File: config.mk
export PLATFORM = sky130hd
export DESIGN_NAME = shsms_div
export DESIGN_NICKNAME = d
export VERILOG_FILES = /design/src/hw/rtl/stepper_half_step_move_sequencer_unit_assert.svh /design/src/hw/rtl/shsms_pkg.sv /design/src/hw/rtl/shsms_div.sv
export SDC_FILE = /design/constraint.sdc
export NUM_CORES = 1
export LEC_CHECK = 0
export BUFFER_PORTS_ARGS = -buffer_cell sky130_fd_sc_hd__buf_2
export CORE_ASPECT_RATIO = 0.6
export CORE_MARGIN = 2
export CORE_UTILIZATION = 45
export DETAILED_ROUTE_END_ITERATION = 6
export PLACE_DENSITY = 0.67
export SLEW_MARGIN = 0
export SYNTH_ARGS = -nofsm -noshare
export SYNTH_HDL_FRONTEND = slang
export SYNTH_SLANG_ARGS = --single-unit
File: constraint.sdc
create_clock -name clock -period 3.95 [get_ports clock]
set_input_delay 0 -clock clock [delete_from_list [all_inputs] [get_ports clock]]
set_output_delay 0 -clock clock [all_outputs]
set_load 0.01 [all_outputs]
File: src/hw/rtl/stepper_half_step_move_sequencer_unit_assert.svh
`ifndef STEPPER_HALF_STEP_MOVE_SEQUENCER_UNIT_ASSERT_SVH
`define STEPPER_HALF_STEP_MOVE_SEQUENCER_UNIT_ASSERT_SVH

// same-cycle implication
`define SHSMS_ASSERT_NOW(label, clk, rst, ante, cons) \
   label: assert property (@(posedge clk) disable iff (rst) (ante) |-> (cons)) \
      else $error("%m: check failed");

// next-cycle implication
`define SHSMS_ASSERT_NEXT(label, clk, rst, ante, cons) \
   label: assert property (@(posedge clk) disable iff (rst) (ante) |=> (cons)) \
      else $error("%m: check failed");

`endif

File: src/hw/rtl/shsms_pkg.sv
package shsms_pkg;

   localparam int AngleW = 16;
   localparam int DivW   = 16;
   localparam int TurnW  = 8;
   localparam int PartW  = 10;
   localparam int CycW   = 17;
   localparam int PerW   = 8;
   localparam int PhW    = 3;
   localparam int CoilW  = 4;

   localparam logic [DivW-1:0]  DEG_PER_TURN   = 16'd360;
   localparam logic [DivW-1:0]  STEP_NUMERATOR = 16'd36000;
   localparam logic [DivW-1:0]  PART_NUMERATOR = 16'd51200;
   localparam logic [CycW-1:0]  CYCLES_MAX     = 17'd131071;
   localparam logic [PerW-1:0]  PERIOD_RESET   = 8'd2;
   localparam logic [PhW-1:0]   PHASE_LAST     = 3'd7;

   localparam logic [0:0] CMD_START = 1'b0;
   localparam logic [0:0] CMD_TICK  = 1'b1;

   typedef logic [CoilW-1:0] coil_table_type [8];

   localparam coil_table_type TAB_FWD = '{4'h8, 4'hc, 4'h4, 4'h6, 4'h2, 4'h3, 4'h1, 4'h9};
   localparam coil_table_type TAB_REV = '{4'h9, 4'h1, 4'h3, 4'h2, 4'h6, 4'h4, 4'hc, 4'h8};

   typedef struct packed {
      logic              cmd;
      logic [AngleW-1:0] angle_degrees;
      logic              clockwise;
   } req_payload_type;

   typedef struct packed {
      logic [CoilW-1:0] coil_pattern;
      logic             busy_res;
      logic             done_res;
      logic             accepted;
   } rsp_payload_type;

   typedef logic [PerW-1:0] csr_payload_type;

   typedef struct packed {
      logic            start;
      logic [DivW-1:0] dividend;
      logic [DivW-1:0] divisor;
   } div_cmd_type;

   typedef struct packed {
      logic            done;
      logic [DivW-1:0] quotient;
      logic [DivW-1:0] remainder;
   } div_stat_type;

   typedef enum logic [6:0] {
      ST_IDLE     = 7'b0000001,
      ST_DIV_TURN = 7'b0000010,
      ST_DIV_STEP = 7'b0000100,
      ST_DIV_PART = 7'b0001000,
      ST_MUL      = 7'b0010000,
      ST_SUM      = 7'b0100000,
      ST_RESP     = 7'b1000000
   } state_type;

   function automatic logic [CoilW-1:0] coil_of(input logic dir, input logic [PhW-1:0] ph);
      coil_of = dir ? TAB_FWD[ph] : TAB_REV[ph];
   endfunction

endpackage

File: src/hw/rtl/shsms_div.sv
module shsms_div (
   input  logic                    clock,
   input  logic                    reset,
   input  shsms_pkg::div_cmd_type  div_cmd,
   output shsms_pkg::div_stat_type div_stat
);
   import shsms_pkg::*;

   localparam int CntW = $clog2(DivW);

   logic [DivW:0]      rem_ff, rem_in;
   logic [DivW-1:0]    quo_ff, quo_in;
   logic [DivW-1:0]    dsr_ff, dsr_in;
   logic [CntW-1:0]    cnt_ff, cnt_in;
   logic               run_ff, run_in;
   logic               done_ff, done_in;
   logic [DivW:0]      shifted;
   logic [DivW+1:0]    diff;

   always_comb begin
      shifted = {rem_ff[DivW-1:0], quo_ff[DivW-1]};
      diff    = {1'b0, shifted} - {2'b00, dsr_ff};
      rem_in  = rem_ff;
      quo_in  = quo_ff;
      dsr_in  = dsr_ff;
      cnt_in  = cnt_ff;
      run_in  = run_ff;
      done_in = 1'b0;
      if (div_cmd.start) begin
         rem_in = '0;
         quo_in = div_cmd.dividend;
         dsr_in = div_cmd.divisor;
         cnt_in = '0;
         run_in = 1'b1;
      end else if (run_ff) begin
         // one restoring step per cycle
         if (!diff[DivW+1]) begin
            rem_in = diff[DivW:0];
            quo_in = {quo_ff[DivW-2:0], 1'b1};
         end else begin
            rem_in = shifted;
            quo_in = {quo_ff[DivW-2:0], 1'b0};
         end
         cnt_in = cnt_ff + 1'b1;
         if (cnt_ff == CntW'(DivW - 1)) begin
            run_in  = 1'b0;
            done_in = 1'b1;
         end
      end
   end

   always_ff @(posedge clock) begin
      if (reset) begin
         run_ff  <= 1'b0;
         done_ff <= 1'b0;
         cnt_ff  <= '0;
      end else begin
         run_ff  <= run_in;
         done_ff <= done_in;
         cnt_ff  <= cnt_in;
      end
   end

   always_ff @(posedge clock) begin
      rem_ff <= rem_in;
      quo_ff <= quo_in;
      dsr_ff <= dsr_in;
   end

   assign div_stat.done      = done_ff;
   assign div_stat.quotient  = quo_ff;
   assign div_stat.remainder = rem_ff[DivW-1:0];

endmodule

==> results.sh <==
export IMPL_finalMaxSlewViolations=0
export IMPL_clockBufferDepth=2
export IMPL_path_cells="ha_1 -> a21oi_1 -> o21ai_0 -> a31o_2 -> o21bai_2 -> nand2_1 -> mux2_2"
export IMPL_start_util=0.468
export IMPL_finalClockSkew_ps=7.34
export IMPL_clkLatencyLatePin_ps=300
export IMPL_routed_wl_met3_um=514
export IMPL_wl_met1_um=3830
export IMPL_routabilityCongestion=0.873
export IMPL_top_layer_used="met4"
export IMPL_vias_per_cell=5.37
export IMPL_cap_viol_max_count=0
export IMPL_routedWlPerCell_um=15.4
export IMPL_wl_met2_um=2850
export IMPL_syn_num_nets=356
export IMPL_drt_iter0_drc=199
export IMPL_cts_tree="built"
export IMPL_routed_wl_um=7300
export IMPL_path_buf_inv=0
export IMPL_numPortBuffers=67
export IMPL_rows=23
export IMPL_hp_class="in2reg"
export IMPL_cts_sinks=54
export IMPL_pin_count=68
export IMPL_n_antenna_cell=0
export IMPL_cts_htree_levels=2
export IMPL_rsz0062_at_grt="false"
export IMPL_ys_ff_latch=54
export IMPL_ys_seq_area_frac=0.444
export IMPL_grt_pass1_vias=2139
export IMPL_multi_input_area_mm2=0.00156
export IMPL_seq_area_mm2=0.00140
export IMPL_cp_max_fo=16
export IMPL_n_fill_cell=614
export IMPL_finalCriticalPeriod_ps=2740
export IMPL_fin_tns_setup_ps=0
export IMPL_ctsRootBufferMaster="clkbuf_16"
export IMPL_grt_pass1_wl_um=11000
export IMPL_ys_async_sr_fraction=0
export IMPL_synth_edf_count=32
export IMPL_fin_hold_ws_ps=3.63
export IMPL_grt_max_degree=42
export IMPL_crit_arrival_ps=2790
export IMPL_path_clk_slew_ps=70
export IMPL_drc=0
export IMPL_fmax_ghz=0.365
export IMPL_drtPass1Iterations=4
export IMPL_p_leak_nw=1.63
export IMPL_slowest_stage="o21bai_2"
export IMPL_criticalPathCategory="reg2reg"
export IMPL_final_area_mm2=0.00390
export IMPL_syn_area_mm2=0.00315
export IMPL_critPathLaunchType="register"
export IMPL_design_power_total_mw=1.58
export IMPL_synth_warnings=0
export IMPL_end_kind="register"
export IMPL_critPathTopFamily="compound AO/OA/AOI/OAI gates"
export IMPL_drive_gt1_frac=0.294
export IMPL_status="finished, final reports clean"
export IMPL_vias=2552
export IMPL_dieArea_mm2=0.00771
export IMPL_peakVddDrop_uv=211
export IMPL_slowest_delay_ps=580
export IMPL_cp_data_required_time_ps=4000
export IMPL_ant_nets=0
export IMPL_grt_ovfl_total=0
export IMPL_relSlewSlack=0.493
export IMPL_yosys_most_used_dff="edfxtp_1"
export IMPL_synth_cell_types=59
export IMPL_fp_dieW_um=112
export IMPL_worst_pin_slew_ps=760
export IMPL_hold_violations=0
export IMPL_pwr_density_cell_mw_per_mm2=405
export IMPL_syn_inst=303
export IMPL_grt_usage=0.188
export IMPL_die_h_um=68.8
export IMPL_core_area_mm2=0.00673
export IMPL_period_share=0.693
export IMPL_setup_viol=0
export IMPL_num_nets_final=440
export IMPL_hpwl_um=5130
export IMPL_numCtsBuffers=5
export IMPL_antenna_found_initial=0
export IMPL_area_growth_pct=23.7
export IMPL_final_util=0.579
export IMPL_place_area_mm2=0.00350
export IMPL_syn_avg_cell_area_um2=10.4
==> worst reg2reg max path: stages, from the launching register on <==
cell      delay [ps]
dfxtp_1          340
ha_1             400
a21oi_1          230
o21ai_0          180
a31o_2           300
o21bai_2         580
nand2_1          170
mux2_2           290
==> Yosys cell counts (3+ instances only) <==
cell type | count | area share
or3_1 | 4 | 0.0079
nand2b_1 | 3 | 0.0060
o21ai_0 | 11 | 0.017
o211ai_1 | 4 | 0.0095
nor2_1 | 24 | 0.029
dfxtp_1 | 22 | 0.14
buf_4 | 5 | 0.012
o21ai_1 | 3 | 0.0048
inv_1 | 20 | 0.024
ha_1 | 17 | 0.067
mux2_2 | 16 | 0.057
xnor2_1 | 6 | 0.017
o21a_1 | 3 | 0.0071
a311oi_1 | 9 | 0.025
a211oi_1 | 3 | 0.0071
a31oi_1 | 3 | 0.0060
nand2_1 | 21 | 0.025
a21oi_1 | 17 | 0.027
nand3_1 | 16 | 0.025
xor2_1 | 6 | 0.017
a211o_1 | 3 | 0.0083
edfxtp_1 | 32 | 0.30
a311oi_2 | 3 | 0.014
nand4_1 | 3 | 0.0060
o21ai_2 | 4 | 0.011
==> cell type report <==
type,instances,share of cell area
inverters,20,0.0192
repair buffers,93,0.151
well taps,87,0.0279
multi-input cells,213,0.400
clock buffers,8,0.0430
flip-flops and latches,54,0.359
==> placed cells by master, fill, tap and decap left out, types with 6 or more instances in the layout <==
cell type | Yosys | final
nand3_1 | 16 | 16
edfxtp_1 | 32 | 32
nor2_1 | 24 | 24
ha_1 | 17 | 17
dfxtp_1 | 22 | 22
xnor2_1 | 6 | 6
xor2_1 | 6 | 6
nand2_1 | 21 | 21
dlygate4sd3_1 | 0 | 23
o21ai_0 | 11 | 11
inv_1 | 20 | 20
buf_2 | 2 | 67
a21oi_1 | 17 | 17
mux2_2 | 16 | 16
clkbuf_16 | 0 | 6
a311oi_1 | 9 | 9
==> cells by family after synthesis <==
| logic type | share of synthesized area |
|---|---|
| muxes | 0.0603 |
| adders and majority gates | 0.0738 |
| DFF | 0.444 |
| and+or+nand+nor | 0.130 |
| buffers and inverters | 0.0611 |
| AOI/OAI and AO/OA | 0.197 |
| xor gates and xnor gates | 0.0333 |
==> where the power goes <==
group          switching [mW]  internal (mW)  total [mW]
Combinational           0.228          0.179       0.407
Sequential             0.0314          0.651       0.682
Clock                   0.199          0.291       0.490
==> state kept, by name, summed over array words and instances (netlist names) <==
signal / cells
dsr_ff: 16
done_ff: 1
rem_ff: 16
cnt_ff: 4
run_ff: 1
quo_ff: 16
==> what timing repair did <==
item	in CTS	in global routing
endpoints found under the hold margin	22	1
resized for setup	0	0
hold buffers	22	1
buffers inserted	0	0
==> layer usage <==
metal / global-route usage / up-vias
li1: - / 1288
met5: 0 / -
met1: 0.290 / 1182
met4: 0.0686 / 0
met2: 0.242 / 75
met3: 0.0559 / 7
==> final timing paths <==
| check | start | to | slack (ps) | cells past startpoint |
|---|---|---|---|---|
| setup / recovery | rem_ff[5] | quo_ff[0] | 1210 | 7 |
| hold / removal | div_cmd[23] | quo_ff[7] | 4 | 2 |
| setup reg to reg | rem_ff[5] | quo_ff[0] | 1210 | 7 |
| hold reg to reg | cnt_ff[3] | done_ff | 460 | 2 |
==> through the flow <==
stage	instances	setup WS, ps
6_report	475	1210
5_1_grt	475	1020
4_1_cts	474	1240
3_5_place_dp	444	1260
3_3_place_gp	444	1240
2_1_floorplan	303	1590
No activity file was read; power rests on OpenSTA's default activity.
